<file path="src/rtl/core/vtsd_pkg.sv">
package vtsd_pkg;

  // Coordinates of cells and neighbors, wide enough for the padded box and grid sizes to 256
  localparam int CW = 10;
  typedef logic signed [CW-1:0] coord_t;

  localparam coord_t PAD  = coord_t'(4);
  localparam coord_t STEP = coord_t'(3);
  localparam coord_t HALF = coord_t'(2);

  localparam int           NBR_SPAN     = 5;
  localparam logic [2:0]   NBR_LAST     = 3'd4;
  localparam logic [6:0]   FULL_COUNT   = 7'd125;
  localparam logic [16:0]  FULL_DENSITY = 17'd100000;
  localparam logic [11:0]  W_INTERIOR   = 12'd2222;
  localparam logic [11:0]  W_FACE       = 12'd463;
  localparam logic [11:0]  W_EDGE       = 12'd361;
  localparam logic [11:0]  W_CORNER     = 12'd250;

  typedef struct packed {
    logic       kind;
    logic [5:0] pos_x;
    logic [5:0] pos_y;
    logic [5:0] pos_z;
    logic       occupied;
  } cmd_t;

  typedef struct packed {
    logic [16:0]        density;
    logic signed [7:0]  cell_x;
    logic signed [7:0]  cell_y;
    logic signed [7:0]  cell_z;
    logic               last;
    logic               box_empty;
  } res_t;

  // Control from the sequencer to the neighborhood accumulator
  typedef struct packed {
    logic       clear;
    logic       en;
    logic       row_ok;
    logic [2:0] iy;
    logic [2:0] iz;
  } acc_ctl_t;

  localparam logic KIND_LOAD = 1'b0;
  localparam logic KIND_REQ  = 1'b1;

  function automatic coord_t ext6(logic [5:0] v);
    return coord_t'({{(CW-6){1'b0}}, v});
  endfunction

  // Shell weight of one neighbor from its lane indexes (offset = index - 2)
  function automatic logic [11:0] lane_weight(int j, logic [2:0] iy, logic [2:0] iz);
    int dx;
    int dy;
    int dz;
    int d;
    dx = j - 2;
    dy = int'(iy) - 2;
    dz = int'(iz) - 2;
    d  = dx * dx + dy * dy + dz * dz;
    if (d > 11) return W_CORNER;
    else if (d > 7) return W_EDGE;
    else if (d > 3) return W_FACE;
    else return W_INTERIOR;
  endfunction

endpackage

</file>
<file path="src/rtl/core/vtsd_accum.sv">
module vtsd_accum import vtsd_pkg::*; #(
  parameter int DIM_X = 64
) (
  input  logic             clk,
  input  logic             rst,
  input  acc_ctl_t         ctl,
  input  coord_t           cx,
  input  logic [DIM_X-1:0] row,
  output logic [16:0]      sum,
  output logic [6:0]       cnt
);

  localparam int XW = $clog2(DIM_X);

  logic [16:0] row_sum;
  logic [2:0]  row_cnt;
  logic [NBR_SPAN-1:0] bits;

  // Pick the five voxels around cx and weight them by shell
  always_comb begin
    coord_t xi;
    row_sum = '0;
    row_cnt = '0;
    for (int j = 0; j < NBR_SPAN; j++) begin
      xi = cx + coord_t'(j) - HALF;
      bits[j] = ctl.row_ok && (xi >= coord_t'(0)) && (xi < coord_t'(DIM_X)) &&
                row[xi[XW-1:0]];
      if (bits[j]) begin
        row_sum = row_sum + 17'(lane_weight(j, ctl.iy, ctl.iz));
        row_cnt = row_cnt + 3'd1;
      end
    end
  end

  // Accumulate one row per cycle while ctl.en is high
  always_ff @(posedge clk) begin
    if (rst || ctl.clear) begin
      sum <= '0;
      cnt <= '0;
    end else if (ctl.en) begin
      sum <= sum + row_sum;
      cnt <= cnt + 7'(row_cnt);
    end
  end

endmodule

</file>
<file path="config.mk">
export PLATFORM = sky130hd
export DESIGN_NAME = vtsd_accum
export DESIGN_NICKNAME = d
export VERILOG_FILES = /design/src/rtl/core/vtsd_pkg.sv /design/src/rtl/core/vtsd_accum.sv
export SDC_FILE = /design/constraint.sdc
export NUM_CORES = 1
export LEC_CHECK = 0
export ABC_AREA = 1
export BUFFER_PORTS_ARGS = -buffer_cell sky130_fd_sc_hd__buf_2
export CORE_MARGIN = 8
export CORE_UTILIZATION = 40
export CTS_CLUSTER_DIAMETER = 30
export DETAILED_ROUTE_END_ITERATION = 8
export PLACE_DENSITY = 0.6
export SYNTH_ARGS = -nofsm -noshare
export SYNTH_HDL_FRONTEND = slang
export SYNTH_SLANG_ARGS = --single-unit
</file>
<file path="constraint.sdc">
create_clock -name clk -period 17.4 [get_ports clk]
set_clock_uncertainty 0.2 [all_clocks]
set_input_delay 1.74 -clock clk [delete_from_list [all_inputs] [get_ports clk]]
set_output_delay 1.74 -clock clk [all_outputs]
set_load 0.03 [all_outputs]
</file>
==> After elaboration in Yosys (flattened, before gate mapping) <==
Cells that the tools add are included.
{ "totals": {"regBits": 24, "inputBits": 85, "output_inout_bits": 24, "word_cells": 108} }
{ "classes": {"n_addsub": 26, "n_mul": 2, "order_cmp": 24, "muxes": 38, "n_reduce_logical": 16} }
{ "op_table": {"columns": ["cell", "count"], "rows": [
  ["12-bit 2-to-1 mux", 14],
  ["17-bit by 12-bit adder with 17-bit output", 4],
  ["17-bit 2-to-1 mux", 4],
  ["32-bit by 3-bit greater-than comparator with 1-bit output, second input constant", 2],
  ["32-bit by 4-bit greater-than comparator with 1-bit output, second input constant", 2],
  ["32-bit by 5-bit greater-than comparator with 1-bit output, second input constant", 2],
  ["10-bit by 1-bit greater-or-equal comparator with 1-bit output, second input constant", 5],
  ["10-bit by 8-bit less-than comparator with 1-bit output, second input constant", 5],
  ["10-bit by 3-bit subtractor with 10-bit output, second input constant", 5],
  ["6-bit by 8-bit less-than comparator with 1-bit output, second input constant", 5],
  ["1-bit binary-select mux with 6-bit select", 5],
  ["10-bit by 3-bit adder with 10-bit output, second input constant", 2],
  ["9-bit by 8-bit adder with 10-bit output", 2],
  ["17-bit adder", 1],
  ["4-bit by 4-bit multiplier with 8-bit output", 2],
  ["1-bit logical AND", 15],
  ["3-bit by 1-bit adder with 3-bit output, second input constant", 4],
  ["3-bit 2-to-1 mux", 4],
  ["1-bit 2-to-1 mux", 11],
  ["10-bit by 2-bit adder with 10-bit output, second input constant", 1],
  ["10-bit by 4-bit adder with 10-bit output, second input constant", 1],
  ["10-bit by 3-bit greater-than comparator with 1-bit output, second input constant", 1],
  ["10-bit by 4-bit greater-than comparator with 1-bit output, second input constant", 1],
  ["10-bit by 5-bit greater-than comparator with 1-bit output, second input constant", 1],
  ["other kinds (6)", 7]
]} }

==> Longest topological paths before layout <==
Gate-level depths: netlist of run 1.
{ "logic_depth": {"depth_word": 18, "depth_mapped": 75, "depth_no_buf": 75} }

==> Worst setup path before layout of run 1 <==
Ideal clock, no wire load.
{ "synth_path": {"path_kind": "input to register", "startpoint": "input port ctl[1] in the netlist's numbering", "endpoint": "register sum[16]", "setup_ns": 0.132, "arrival_time_ns": 11.631, "required_time_ns": 17.068, "slack_ns": 5.437, "stages": 66, "path_buffers": 0, "path_cell_list": "inv_1 > ha_1 > nand2_1 > fa_1 > fa_1 > inv_1 > ha_1 > fa_1 > ha_1 > inv_1 > fa_1 > inv_1 > a21oi_1 > o21bai_1 > o211ai_1 > o21ai_0 > nand3_1 > nor2_1 > [30 not listed] > a211oi_1 > nand2_1 > a21oi_1 > nor2_1 > a22o_1 > ha_1 > nand3_1 > o21ai_0 > o21ai_0 > ha_1 > nand2_1 > o21ai_0 > nand3_1 > nand2_1 > nand3_1 > nand2_1 > and3_1 > nor3_1"} }
{ "synth_via": {"elab_chain_len": 17, "elab_cells_between_ends": 37, "cone_classes": "add/sub (9); mul (1); order compare (9); mux (18)"} }
{ "synth_lines": {"columns": ["item", "line_no", "source"], "rows": [
  ["start: declaration", "vtsd_accum.sv:6", "input acc_ctl_t ctl,"],
  ["3-bit by 2-bit subtractor with 4-bit output *", "vtsd_pkg.sv:61", "dz = int'(iz) - 2;"],
  ["4-bit by 4-bit multiplier with 8-bit output *", "vtsd_pkg.sv:62", "d = dx * dx + dy * dy + dz * dz;"],
  ["9-bit by 8-bit adder with 10-bit output", "vtsd_pkg.sv:62", null],
  ["32-bit by 3-bit greater-than comparator with 1-bit output or 10-bit by 3-bit greater-than comparator with 1-bit output (tied branches)", "vtsd_pkg.sv:65", "else if (d > 3) return W_FACE;"],
  ["12-bit 2-to-1 mux", "vtsd_pkg.sv:65", null],
  ["12-bit 2-to-1 mux", "vtsd_pkg.sv:64", "else if (d > 7) return W_EDGE;"],
  ["12-bit 2-to-1 mux", "vtsd_pkg.sv:63", "if (d > 11) return W_CORNER;"],
  ["12-bit 2-to-1 mux", "vtsd_accum.sv:28", "if (bits[j]) begin"],
  ["17-bit by 12-bit adder with 17-bit output", "vtsd_accum.sv:29", "row_sum = row_sum + 17'(lane_weight(j, ctl.iy, ctl.iz));"],
  ["17-bit 2-to-1 mux", "vtsd_accum.sv:28", null],
  ["17-bit by 12-bit adder with 17-bit output", "vtsd_accum.sv:29", null],
  ["17-bit 2-to-1 mux", "vtsd_accum.sv:28", null],
  ["17-bit by 12-bit adder with 17-bit output", "vtsd_accum.sv:29", null],
  ["17-bit 2-to-1 mux", "vtsd_accum.sv:28", null],
  ["17-bit by 12-bit adder with 17-bit output", "vtsd_accum.sv:29", null],
  ["17-bit 2-to-1 mux *", "vtsd_accum.sv:28", null],
  ["17-bit adder *", "vtsd_accum.sv:41", "sum <= sum + row_sum;"],
  ["end signal: assignment", "vtsd_accum.sv:41", null],
  ["end: declaration", "vtsd_accum.sv:9", "output logic [16:0] sum,"]
]} }
Every way passes the cells marked *; elsewhere a longest branch is shown, timed or not. The select of a mux whose other input is x is not followed.
A chain may end at the register's enable or synchronous reset.

==> Worst setup path after layout of run 1 <==
Same ends and word-level chain as after synthesis.

==> key figures, run 1 <==
Timing
  – Setup TNS: 0 ns
  – Setup repair after global routing missed its margin: false
  – Post-Route Hold Slack: 0.265 ns
  – Normalized max-slew margin: 0.348
  – Number of endpoints with negative hold slack in the final report: 0
  – Final cycle utilization of the critical path: 0.760
  – Max-slew violation count: 0
  – Minimum clock period after layout: 13.23 ns
  – Highest clock frequency the design can meet: 75.6 MHz
  – Final-report setup violation count: 0
  – Slew of the pin with the lowest slew margin: 0.978 ns

Setup path
  – Worst R2R Setup Slack: 14.31 ns
  – End of the worst register-to-register path: sum[13]$_SDFFE_PP0P_
  – Type of origin of the critical path: input port
  – CP Data Arrival Time: approximately 13 ns
  – Critical path's most frequent cell: sky130_fd_sc_hd__nand2_1
  – Kind of capture point of the worst setup path: register
  – Worst EP required: 17.31 ns
  – Cell depth of the worst flop-to-flop path: 16
  – Slowest stage cell, crit path: sky130_fd_sc_hd__fa_1
  – Max incr delay on CP: about 0.55 ns
  – WS Path Type: in -> reg
  – Crit Reg-Reg Startpoint: sum[2]$_SDFFE_PP0P_
  – Largest driver fanout on the critical path: 6

Synthesis
  – Prevailing post-synth register cell: sky130_fd_sc_hd__dfxtp_1
  – Post-Syn Area: 8110 um^2
  – Sequential-to-total area share from yosys stat: 0.0592
  – Synthesized flop and latch total: 24
  – Proportion of register bits with asynchronous set or reset after synthesis: 0
  – Avg Inst Size Synth: between 5 and 6 um^2
  – Cell count after synthesis: roughly 1500
  – Netlist cell types: 48
  – Count of synthesis-stage warnings from yosys: 0
  – Count of flip-flops with a built-in enable after synthesis: 0

Clock network
  – Clock latency of the later-clocked register in the worst-skew pair: 0.25 ns
  – Post-cts sizing count: 0
  – Max Root-Sink Buffers: 2
  – Sinks on Clock Net: 24
  – Root buf cell: sky130_fd_sc_hd__clkbuf_16
  – H-tree depth reported by CTS: 1
  – Hold Buf Count CTS: 0
  – Clock-pin slew of the registers on the worst-case setup and hold paths: roughly 0.06 ns
  – Postcts setup bufs: 0
  – TritonCTS clock tree: done
  – TritonCTS Buffers: 3

Power
  – P_leak: 5.07 nW
  – PD cells: ~47 nW/um^2
  – Peak supply drop: 28.3 uV

Min path
  – Endpoint, Worst Hold: cnt[6]$_SDFFE_PP0P_
  – Classification of the worst-slack hold path: reg -> reg
  – Min-delay src: cnt[6]$_SDFFE_PP0P_
  – Worst Hold Path Cells: 2

Die
  – DIE AREA: 25100 um^2
  – Cell row count: between 50 and 60
  – Core Region: ~20000 um^2
  – Horizontal die dimension: 158 um
  – Die extent in y: 158 um
  – Starting Density: 0.405
  – Number of top-level design ports: 109

Global routing
  – Overall routing resource usage: 0.198
  – Via count of the first global-routing pass: 8568
  – Global-route wire length before repair: 41500 um
  – Antenna violations before repair: 0
  – Maximum number of pins on one net before global-route repair: 80
  – Remaining Overflow, GRT: 0

Layout
  – Share of the core filled with cells: 0.440
  – Layout cell share with drive strength beyond 1: 0.0990
  – Area growth, synth to finish: 8.73%
  – Count of inserted antenna diode cells: 0
  – Count of nets after finishing: 1717

Routing
  – Post-detailed-routing wire length: 24900 um
  – DRC violation total after the first TritonRoute iteration: 638
  – DRC viols: 0
  – Mean number of vias per cell: 5.15
  – Wire length per cell after detailed routing: around 14 um
  – Routed vias: about 9000
  – Number of nets with antenna violations after routing: 0
  – Number of iterations in the first detailed-routing pass: 5

Outcome
  – Run status: finished, final reports clean

Flow run
  – Maxcap violations: 0

Placed design
  – Routability congestion estimate: 0.920
  – Hpwl dp: 21000 um
  – Port buffer count: 108
-- synthesized netlist by cell type, types with 10 or more instances --
master | count | area share
sky130_fd_sc_hd__a21oi_1 | 69 | 0.043
sky130_fd_sc_hd__ha_1 | 92 | 0.14
sky130_fd_sc_hd__inv_1 | 180 | 0.083
sky130_fd_sc_hd__clkbuf_1 | 19 | 0.0088
sky130_fd_sc_hd__nor2_1 | 108 | 0.050
sky130_fd_sc_hd__dfxtp_1 | 24 | 0.059
sky130_fd_sc_hd__xor2_1 | 48 | 0.052
sky130_fd_sc_hd__buf_2 | 15 | 0.0093
sky130_fd_sc_hd__nor3_1 | 11 | 0.0068
sky130_fd_sc_hd__o21ai_1 | 17 | 0.010
sky130_fd_sc_hd__a31oi_1 | 10 | 0.0077
sky130_fd_sc_hd__nand2_1 | 457 | 0.21
sky130_fd_sc_hd__o21ai_0 | 87 | 0.054
sky130_fd_sc_hd__nand3_1 | 187 | 0.12
sky130_fd_sc_hd__fa_1 | 13 | 0.032
sky130_fd_sc_hd__o211ai_1 | 12 | 0.011
sky130_fd_sc_hd__xnor2_1 | 19 | 0.021
-- flip-flops by register name, summed over array words and instances, names as in the netlist --
register / cells
sum: 17
cnt: 7
-- placed cells by master (no fill, tap or decap), types with 4 or more instances in the layout --
cell type,count
sky130_fd_sc_hd__o211ai_1,12
sky130_fd_sc_hd__ha_1,92
sky130_fd_sc_hd__buf_2,108
sky130_fd_sc_hd__nand3_1,187
sky130_fd_sc_hd__dfxtp_1,24
sky130_fd_sc_hd__a31oi_1,10
sky130_fd_sc_hd__or2_2,5
sky130_fd_sc_hd__o21ai_1,17
sky130_fd_sc_hd__nand2_1,457
sky130_fd_sc_hd__nor3_1,11
sky130_fd_sc_hd__o21ai_0,87
sky130_fd_sc_hd__a21oi_1,69
sky130_fd_sc_hd__xor2_1,48
sky130_fd_sc_hd__nor2_1,108
sky130_fd_sc_hd__inv_2,9
sky130_fd_sc_hd__nand4_1,6
sky130_fd_sc_hd__a211oi_1,6
sky130_fd_sc_hd__inv_1,180
sky130_fd_sc_hd__buf_4,5
sky130_fd_sc_hd__o21bai_1,7
sky130_fd_sc_hd__o21ai_2,5
sky130_fd_sc_hd__fa_1,13
sky130_fd_sc_hd__xnor2_1,19
sky130_fd_sc_hd__nand3_2,4
-- worst max-delay path: cells and delay by family --
family | cells | cell delay [ns]
adders and majority gates | 13 | 5.09
and+or+nand+nor | 31 | 3.22
AOI/OAI and AO/OA | 14 | 2.26
buffers and inverters | 9 | 0.79
-- through the flow --
stage          power [W]  cells  cell area (um^2)  setup slack [ns]
4_1_cts         0.000415   1796              8820              4.20
3_3_place_gp    0.000357   1792              8730              4.14
2_1_floorplan   0.000286   1461              8120              5.44
3_5_place_dp    0.000359   1792              8730              3.97
6_report        0.000415   1796              8820              4.17
5_1_grt         0.000461   1796              8820              3.01
-- report_power, final --
part           internal [W]  switching, W  leakage [nW]  total (W)
Clock             0.0000351     0.0000185        0.0442  0.0000536
Combinational      0.000106      0.000198          4.83   0.000303
Sequential        0.0000564    0.00000137         0.195  0.0000578
Total              0.000197      0.000218          5.07   0.000415
-- cell type report --
| class | instances | area [um^2] |
|---|---|---|
| Fill cell | 2232 | 11200 |
| Inverter | 190 | 713 |
| Sequential cell | 24 | 480 |
| Clock buffer | 4 | 88.8 |
| Timing Repair Buffer | 113 | 578 |
| Multi-Input combinational cell | 1195 | 6620 |
| Tap cell | 270 | 338 |
-- metal layers --
metal / vias to the layer above / share of wire / wire length [um] / GRT usage
met5: - / 0 / 0 / 0
met4: 0 / 0.012 / 308 / 0.0314
met3: 28 / 0.050 / 1250 / 0.0149
met2: 227 / 0.45 / 11200 / 0.337
met1: 4133 / 0.49 / 12100 / 0.273
li1: 4864 / - / - / -
-- worst max path at each step --
stage	end	depth (start not counted)	slack (ns)	start
CTS	sum[16]$_SDFFE_PP0P_	67	4.20	ctl[1]
global placement	sum[16]$_SDFFE_PP0P_	67	4.14	ctl[1]
floorplan	sum[16]$_SDFFE_PP0P_	66	5.44	ctl[1]
global route	sum[16]$_SDFFE_PP0P_	70	3.01	ctl[1]
detailed placement	sum[16]$_SDFFE_PP0P_	67	3.97	ctl[1]
finish	sum[16]$_SDFFE_PP0P_	67	4.17	ctl[1]
-- kinds of logic after synthesis --
| group | after synthesis | share of synthesized area |
|---|---|---|
| simple gates | 793 | 0.411 |
| fa+ha+maj | 105 | 0.174 |
| compound gates | 227 | 0.157 |
| buf+inv | 242 | 0.125 |
| flops | 24 | 0.0592 |
| xor+xnor | 67 | 0.0723 |
| other cells | 1 | 0.000462 |
No activity file was read; power rests on OpenSTA's default activity.
==> run 2: changes to the inputs <==
Settings changed: ABC_AREA 1 to 0.
Clock period 17.4 ns to 13.6 ns, I/O delays scaled along.
==> run 2 against run 1 <==
Register-to-register slack worse by 4.2 ns. Sequential power is 25% higher. Critical path depth is 15 lower. Clock-buffer cell count down 1. Die area rose by 0.64%. Non-clock buffer count is 2 higher. Largest power group unchanged. Highest routed layer unchanged.
==> key figures, run 2 <==
Outcome
  – Run status: finished, final reports clean

Layout
  – Area growth, synth to finish: 10.1%
  – Leading registers by flop count: sum (17), cnt (7)
  – Count of nets after finishing: 1178 (-31%)
  – Layout cell share with drive strength beyond 1: 0.253 (+0.154)
  – Leading cell type in the layout, fill and taps excluded: sky130_fd_sc_hd__buf_2
  – Fill cell count: 2049 (-8.2%)
  – Max reg flops: 17 (unchanged)
  – Count of inserted antenna diode cells: 0 (unchanged)
  – Highest-count cells in the layout ignoring fill and taps: sky130_fd_sc_hd__buf_2, sky130_fd_sc_hd__ha_1, sky130_fd_sc_hd__nor2_1
  – Top register by number of flip-flops: sum

Clock network
  – Sinks on Clock Net: 24 (unchanged)
  – TritonCTS clock tree: done
  – TritonCTS Buffers: 3 (unchanged)
  – H-tree depth reported by CTS: 1 (unchanged)
  – Root buf cell: sky130_fd_sc_hd__clkbuf_16
  – Clock latency of the later-clocked register in the worst-skew pair: 0.26 ns (about the same)
  – Clock-pin slew of the registers on the worst-case setup and hold paths: 0.07 ns (about the same)
  – Max Root-Sink Buffers: 2 (unchanged)

Setup path
  – Destination of the critical timing path: sum[16]$_SDFFE_PP0P_
  – Start point of the critical path: ctl[1]
  – Kind of capture point of the worst setup path: register
  – Worst R2R Setup Slack: 10.15 ns (-4.16 ns)
  – End of the worst register-to-register path: sum[14]$_SDFFE_PP0P_
  – Crit Reg-Reg Startpoint: sum[0]$_SDFFE_PP0P_
  – Largest driver fanout on the critical path: 7 (+1)
  – Buffering stage count on the worst path with inverters included: 5 (-4)
  – Number of stages on the worst setup path: 52 (-22%)
  – WS Path Type: in -> reg
  – CP Data Arrival Time: 12.66 ns (-0.48 ns)
  – Type of origin of the critical path: input port
  – Cell depth of the worst flop-to-flop path: 14 (-2)
  – Delay-heaviest family, CP: adder cells
  – Max incr delay on CP: 0.55 ns (about the same)
  – Slowest stage cell, crit path: sky130_fd_sc_hd__fa_1
  – Worst EP required: 13.54 ns (-3.77 ns)
  – Critical path's most frequent cell: sky130_fd_sc_hd__ha_1

Synthesis
  – Cell with the most instances after synthesis: sky130_fd_sc_hd__ha_1
  – Post-Syn Area: 8170 um^2 (+0.71%)
  – Synthesized flop and latch total: 24 (unchanged)
  – Proportion of register bits with asynchronous set or reset after synthesis: 0 (unchanged)
  – Most frequent cells after synthesis: sky130_fd_sc_hd__ha_1, sky130_fd_sc_hd__nor2_1, sky130_fd_sc_hd__mux2i_1, sky130_fd_sc_hd__mux4_2, sky130_fd_sc_hd__a21oi_1
  – Count of flip-flops with a built-in enable after synthesis: 0 (unchanged)
  – Fraction of post-synthesis cell area in the top cell type by area: 0.179 (-0.0323)
  – Netlist cell types: 82 (+71%)
  – Sequential-to-total area share from yosys stat: 0.0588 (-0.000417)
  – Largest cells by area after synthesis: sky130_fd_sc_hd__mux4_2, sky130_fd_sc_hd__ha_1, sky130_fd_sc_hd__mux2i_1
  – Prevailing post-synth register cell: sky130_fd_sc_hd__dfxtp_1
  – Count of synthesis-stage warnings from yosys: 0 (unchanged)
  – Cell count after synthesis: 913 (-37%)
  – Avg Inst Size Synth: 8.95 um^2 (+61%)
  – Area leader, netlist: sky130_fd_sc_hd__mux4_2

Timing
  – Highest clock frequency the design can meet: 78.6 MHz
  – Setup repair after global routing missed its margin: false
  – Normalized max-slew margin: 0.311 (-0.0373)
  – Final-report setup violation count: 0 (unchanged)
  – Slew of the pin with the lowest slew margin: 1.03 ns (+0.0559 ns)
  – Setup TNS: 0 ns (unchanged)
  – Final cycle utilization of the critical path: 0.936
  – Max-slew violation count: 0 (unchanged)
  – Smallest setup slack after layout: 0.874 ns (-3.30 ns)
  – Number of endpoints with negative hold slack in the final report: 0 (unchanged)
  – Minimum clock period after layout: 12.73 ns

Global routing
  – Remaining Overflow, GRT: 0 (unchanged)
  – Maximum number of pins on one net before global-route repair: 55 (-31%)
  – Global-route wire length before repair: 35600 um (-14%)
  – Via count of the first global-routing pass: 7255 (-15%)
  – Overall routing resource usage: 0.163 (-0.0353)
  – Antenna violations before repair: 0 (unchanged)

Routing
  – Routed vias: 7224 (-22%)
  – Wire length per cell after detailed routing: 16.9 um (+22%)
  – Number of iterations in the first detailed-routing pass: 5 (unchanged)
  – DRC violation total after the first TritonRoute iteration: 469 (-26%)
  – Number of nets with antenna violations after routing: 0 (unchanged)
  – Mean number of vias per cell: 5.75 (+12%)
  – DRC viols: 0 (unchanged)
  – Post-detailed-routing wire length: 21200 um (-15%)

Die
  – Cell row count: 52 (unchanged)
  – Horizontal die dimension: 159 um (+0.32%)
  – DIE AREA: 25300 um^2 (+0.64%)
  – Core Region: 20200 um^2 (+0.65%)
  – Starting Density: 0.405 (about the same)
  – Number of top-level design ports: 109 (unchanged)
  – Die extent in y: 159 um (+0.32%)

Flow run
  – Maxcap violations: 0 (unchanged)

Power
  – P_leak: 4.18 nW (-17%)
  – Peak supply drop: 41.3 uV (+46%)
  – PD cells: 61.3 nW/um^2 (+30%)

Placed design
  – Hpwl dp: 17500 um (-17%)
  – Routability congestion estimate: 0.873 (-5.1%)
  – Port buffer count: 108 (unchanged)
  – Setup Slack @ Placement: 0.336 ns (-3.63 ns)

Min path
  – Classification of the worst-slack hold path: reg -> reg
  – Worst Hold Path Cells: 2 (unchanged)
[run 2: cell types whose count changed in the layout (fill, tap and decap cells not counted), moves of 33 or more]
cell | previous run | this run
sky130_fd_sc_hd__inv_1 | 180 | 47
sky130_fd_sc_hd__mux2_2 | 0 | 33
sky130_fd_sc_hd__mux2i_1 | 0 | 65
sky130_fd_sc_hd__mux4_2 | 0 | 65
sky130_fd_sc_hd__nand2_1 | 457 | 49
sky130_fd_sc_hd__nand3_1 | 187 | 27
sky130_fd_sc_hd__nor2_1 | 108 | 72
sky130_fd_sc_hd__o21ai_0 | 87 | 22
sky130_fd_sc_hd__xnor2_1 | 19 | 57
[run 2: worst min-delay path by stage]
stage                               startpoint                   end
after global routing       cnt[2]$_SDFFE_PP0P_   cnt[2]$_SDFFE_PP0P_
after CTS                  cnt[6]$_SDFFE_PP0P_   cnt[6]$_SDFFE_PP0P_
after detailed placement  sum[14]$_SDFFE_PP0P_  sum[14]$_SDFFE_PP0P_
after global placement    sum[14]$_SDFFE_PP0P_  sum[14]$_SDFFE_PP0P_
after floorplan           sum[14]$_SDFFE_PP0P_  sum[14]$_SDFFE_PP0P_
final                      cnt[6]$_SDFFE_PP0P_   cnt[6]$_SDFFE_PP0P_
[run 2: final cells by class]
type	count	area, um^2	area share
Timing Repair Buffer	115	596	0.0662
Clock inverter	1	30.0	0.00334
Inverter	52	195	0.0217
Tap cell	270	338	0.0376
Clock buffer	3	75.1	0.00835
Multi-Input combinational cell	792	7280	0.809
Sequential cell	24	480	0.0534
[run 2: logic make-up (layout without fill, tap and decap cells)]
family,after synthesis,count (layout),synth area share
adder cells (fa/ha/maj),106,106,0.174
AO/OA/AOI/OAI,185,185,0.155
XOR/XNOR,89,89,0.102
multiplexers,164,164,0.307
AND/OR/NAND/NOR,245,245,0.149
buffers and inverters,99,171,0.0536
other,1,3,0.000459
flip-flops,24,24,0.0588
[run 2: tightest hold or removal path, stage by stage (launching register included)]
cell                      delay (ns)
sky130_fd_sc_hd__dfxtp_1        0.34
sky130_fd_sc_hd__xor2_1         0.07
sky130_fd_sc_hd__nor2_1         0.07
[run 2: layer usage]
layer / vias to the layer above / routed length, um / part of all wire / track usage
li1: 3556 / - / - / -
met1: 3491 / 9890 / 0.47 / 0.217
met2: 165 / 10400 / 0.49 / 0.287
met3: 12 / 787 / 0.037 / 0.0171
met4: 0 / 174 / 0.0082 / 0.0210
met5: - / 0 / 0 / 0
[run 2: what timing repair did]
item	in CTS	in global routing
setup buffers	0	1
hold buffers	0	0
gates resized for setup	0	7
endpoints found under the setup margin	0	5
[run 2: power breakdown]
part           switching, W  internal [W]  leakage, nW
registers       0.000000821     0.0000712        0.194
clock network     0.0000278     0.0000586       0.0511
logic              0.000217      0.000176         3.94
[run 2: per-stage QoR]
stage           util  std cells  total power [W]  hold WS [ns]  instance area [um^2]
2_1_floorplan      -        915         0.000376         0.408                  8180
3_3_place_gp   0.439       1252         0.000458         0.288                  8860
3_5_place_dp   0.439       1252         0.000462         0.295                  8860
4_1_cts        0.444       1256         0.000551         0.323                  8960
5_1_grt        0.446       1257         0.000600         0.358                  8990
6_report       0.446       1257         0.000551         0.311                  8990
==> run 3: changes to the inputs <==
Settings changed: CORE_ASPECT_RATIO set to 0.75.
==> run 3 against run 2 <==
Clock power is 17% lower. Critical path type unchanged. Hold slack is essentially flat. Global-route usage grew 0.32 points. Via count is 0.84% higher. Non-clock buffer count down 1. Highest routed layer unchanged.
==> key figures, run 3 (synthesized netlist as in run 2, its figures left out) <==
Placed design
  – Hpwl dp: 17600 um (+0.42%)
  – Routability congestion estimate: 0.937 (+7.4%)
  – Port buffer count: 108 (unchanged)
  – Placement Cell Area: 8840 um^2 (-0.17%)
  – Placed cell count: 1240 (-0.96%)

Clock network
  – Sinks on Clock Net: 24 (unchanged)
  – H-tree depth reported by CTS: 1 (unchanged)
  – Hold Buf Count CTS: 0 (unchanged)
  – Clock latency of the later-clocked register in the worst-skew pair: 0.26 ns (about the same)
  – Post-cts sizing count: 0 (unchanged)
  – Max Root-Sink Buffers: 2 (unchanged)
  – TritonCTS clock tree: done
  – Clock-pin slew of the registers on the worst-case setup and hold paths: 0.06 ns (about the same)
  – TritonCTS Buffers: 3 (unchanged)
  – Root buf cell: sky130_fd_sc_hd__clkbuf_16
  – Postcts setup bufs: 0 (unchanged)

Timing
  – Final-report setup violation count: 0 (unchanged)
  – Highest clock frequency the design can meet: 78.9 MHz (+0.41%)
  – Max-slew violation count: 0 (unchanged)
  – Normalized max-slew margin: 0.349 (+0.0381)
  – Setup TNS: 0 ns (unchanged)
  – Slew of the pin with the lowest slew margin: 0.968 ns (-0.0660 ns)
  – Minimum clock period after layout: 12.67 ns (-0.0525 ns)
  – Number of endpoints with negative hold slack in the final report: 0 (unchanged)
  – Final cycle utilization of the critical path: 0.932 (-0.00386)
  – Setup repair after global routing missed its margin: false

Die
  – Starting Density: 0.405 (about the same)
  – Number of top-level design ports: 109 (unchanged)
  – Core Region: 20200 um^2 (about the same)
  – Cell row count: 45 (-13%)
  – Die extent in y: 140 um (-12%)
  – Horizontal die dimension: 181 um (+14%)
  – DIE AREA: 25300 um^2 (+0.18%)

Global routing
  – Via count of the first global-routing pass: 6916 (-4.7%)
  – Remaining Overflow, GRT: 0 (unchanged)
  – Overall routing resource usage: 0.166 (+0.00317)
  – Global-route wire length before repair: 35900 um (+0.66%)
  – Antenna violations before repair: 0 (unchanged)
  – Maximum number of pins on one net before global-route repair: 57 (+3.6%)

Setup path
  – Critical path's most frequent cell: sky130_fd_sc_hd__inv_1
  – Kind of capture point of the worst setup path: register
  – CP Data Arrival Time: 12.68 ns (+0.02 ns)
  – Buffering stage count on the worst path with inverters included: 8 (+3)
  – Max incr delay on CP: 0.61 ns (+0.06 ns)
  – WS Path Type: in -> reg
  – Delay-heaviest family, CP: adder cells
  – Largest driver fanout on the critical path: 7 (unchanged)
  – Slowest stage cell, crit path: sky130_fd_sc_hd__or4b_2
  – Worst EP required: 13.61 ns (+0.07 ns)
  – Type of origin of the critical path: input port
  – Worst R2R Setup Slack: 10.14 ns (about the same)

Layout
  – Max reg flops: 17 (unchanged)
  – Share of the core filled with cells: 0.445 (-0.00121)
  – Leading registers by flop count: sum (17), cnt (7)
  – Post-Layout Inst Area: 8960 um^2 (-0.33%)
  – Leading cell type in the layout, fill and taps excluded: sky130_fd_sc_hd__buf_2
  – Top register by number of flip-flops: sum
  – Highest-count cells in the layout ignoring fill and taps: sky130_fd_sc_hd__buf_2, sky130_fd_sc_hd__ha_1, sky130_fd_sc_hd__nor2_1
  – Count of nets after finishing: 1177 (-0.085%)
  – Layout cell share with drive strength beyond 1: 0.255 (+0.00127)
  – Count of inserted antenna diode cells: 0 (unchanged)
  – Number of non-filler instances in the completed layout: 1244 (-1.0%)
  – Area growth, synth to finish: 9.73%

Routing
  – Post-detailed-routing wire length: 21300 um (+0.41%)
  – Wire length per cell after detailed routing: 17.1 um (+1.5%)
  – DRC viols: 0 (unchanged)
  – Number of nets with antenna violations after routing: 0 (unchanged)
  – Top Metal Used: met4
  – Mean number of vias per cell: 5.86 (+1.9%)
  – Routed vias: 7285 (+0.84%)
  – WL met1: 10500 um (+6.5%)
  – Amount of wire on met2 after detailed routing: 9360 um (-9.8%)
  – Routed wl met3: 1200 um (+52%)
  – Number of iterations in the first detailed-routing pass: 6 (+1)
  – DRC violation total after the first TritonRoute iteration: 423 (-9.8%)

Power
  – PD cells: 60.2 nW/um^2 (-1.7%)
  – P_leak: 4.17 nW (-0.28%)
  – Peak supply drop: 34.3 uV (-17%)

Min path
  – Classification of the worst-slack hold path: reg -> reg

Flow run
  – Maxcap violations: 0 (unchanged)

Outcome
  – Run status: finished, final reports clean
[run 3: cell count changes in the layout (fill, tap and decap cells not counted)]
cell,change
sky130_fd_sc_hd__a21oi_2,+1
sky130_fd_sc_hd__o21ai_0,-1
sky130_fd_sc_hd__o21ai_1,+1
sky130_fd_sc_hd__a21oi_1,-1
sky130_fd_sc_hd__nor3_2,+1
sky130_fd_sc_hd__buf_4,-1
sky130_fd_sc_hd__nor3_1,-1
sky130_fd_sc_hd__clkbuf_8,+1
sky130_fd_sc_hd__bufinv_16,-1
[run 3: worst reg2reg max path, stage by stage (launching register included)]
cell and delay, ns:
sky130_fd_sc_hd__dfxtp_1 0.33, sky130_fd_sc_hd__ha_1 0.23, sky130_fd_sc_hd__fa_1 0.41, sky130_fd_sc_hd__a21o_1 0.18
sky130_fd_sc_hd__a21oi_1 0.21, sky130_fd_sc_hd__o21bai_1 0.09, sky130_fd_sc_hd__a21oi_1 0.23, sky130_fd_sc_hd__o21bai_1 0.09
sky130_fd_sc_hd__a21oi_1 0.23, sky130_fd_sc_hd__o21bai_1 0.13, sky130_fd_sc_hd__a2111oi_2 0.47, sky130_fd_sc_hd__o41ai_2 0.17
sky130_fd_sc_hd__xnor2_1 0.14, sky130_fd_sc_hd__nand2b_1 0.14, sky130_fd_sc_hd__a21oi_1 0.15
[run 3: area by class of cell]
cell class,instances,area (um^2)
multi-input cells,792,7290
well taps,258,323
repair buffers,114,588
inverters,52,195
fillers,1952,11200
flip-flops and latches,24,480
clock buffers,4,88.8
[run 3: metrics by stage]
| stage | hold WS [ns] | total power [W] | setup slack [ns] |
|---|---|---|---|
| floorplan | 0.408 | 0.000376 | 1.47 |
| global placement | 0.293 | 0.000460 | 0.495 |
| detailed placement | 0.302 | 0.000462 | 0.331 |
| CTS | 0.313 | 0.000538 | 0.583 |
| global route | 0.342 | 0.000592 | 0.0353 |
| finish | 0.310 | 0.000540 | 0.927 |
[run 3: path summary, 6_finish.rpt]
| kind | start | depth (start not counted) | endpoint |
|---|---|---|---|
| worst max-delay path | ctl[1] | 54 | sum[13]$_SDFFE_PP0P_ |
| worst min-delay path | sum[14]$_SDFFE_PP0P_ | 2 | sum[14]$_SDFFE_PP0P_ |
| worst max register to register | sum[0]$_SDFFE_PP0P_ | 14 | sum[14]$_SDFFE_PP0P_ |
| worst min register to register | sum[14]$_SDFFE_PP0P_ | 2 | sum[14]$_SDFFE_PP0P_ |
[run 3: metal layers]
| metal | track usage | vias up |
|---|---|---|
| met5 | 0 | - |
| met4 | 0.0245 | 0 |
| met3 | 0.0213 | 16 |
| met2 | 0.255 | 224 |
| met1 | 0.248 | 3473 |
| li1 | - | 3572 |
[run 3: power breakdown]
group          total [W]  switching, W  internal (W)
logic           0.000396      0.000220      0.000176
registers      0.0000720   0.000000758     0.0000712
clock network  0.0000720     0.0000269     0.0000451
total           0.000540      0.000248      0.000292
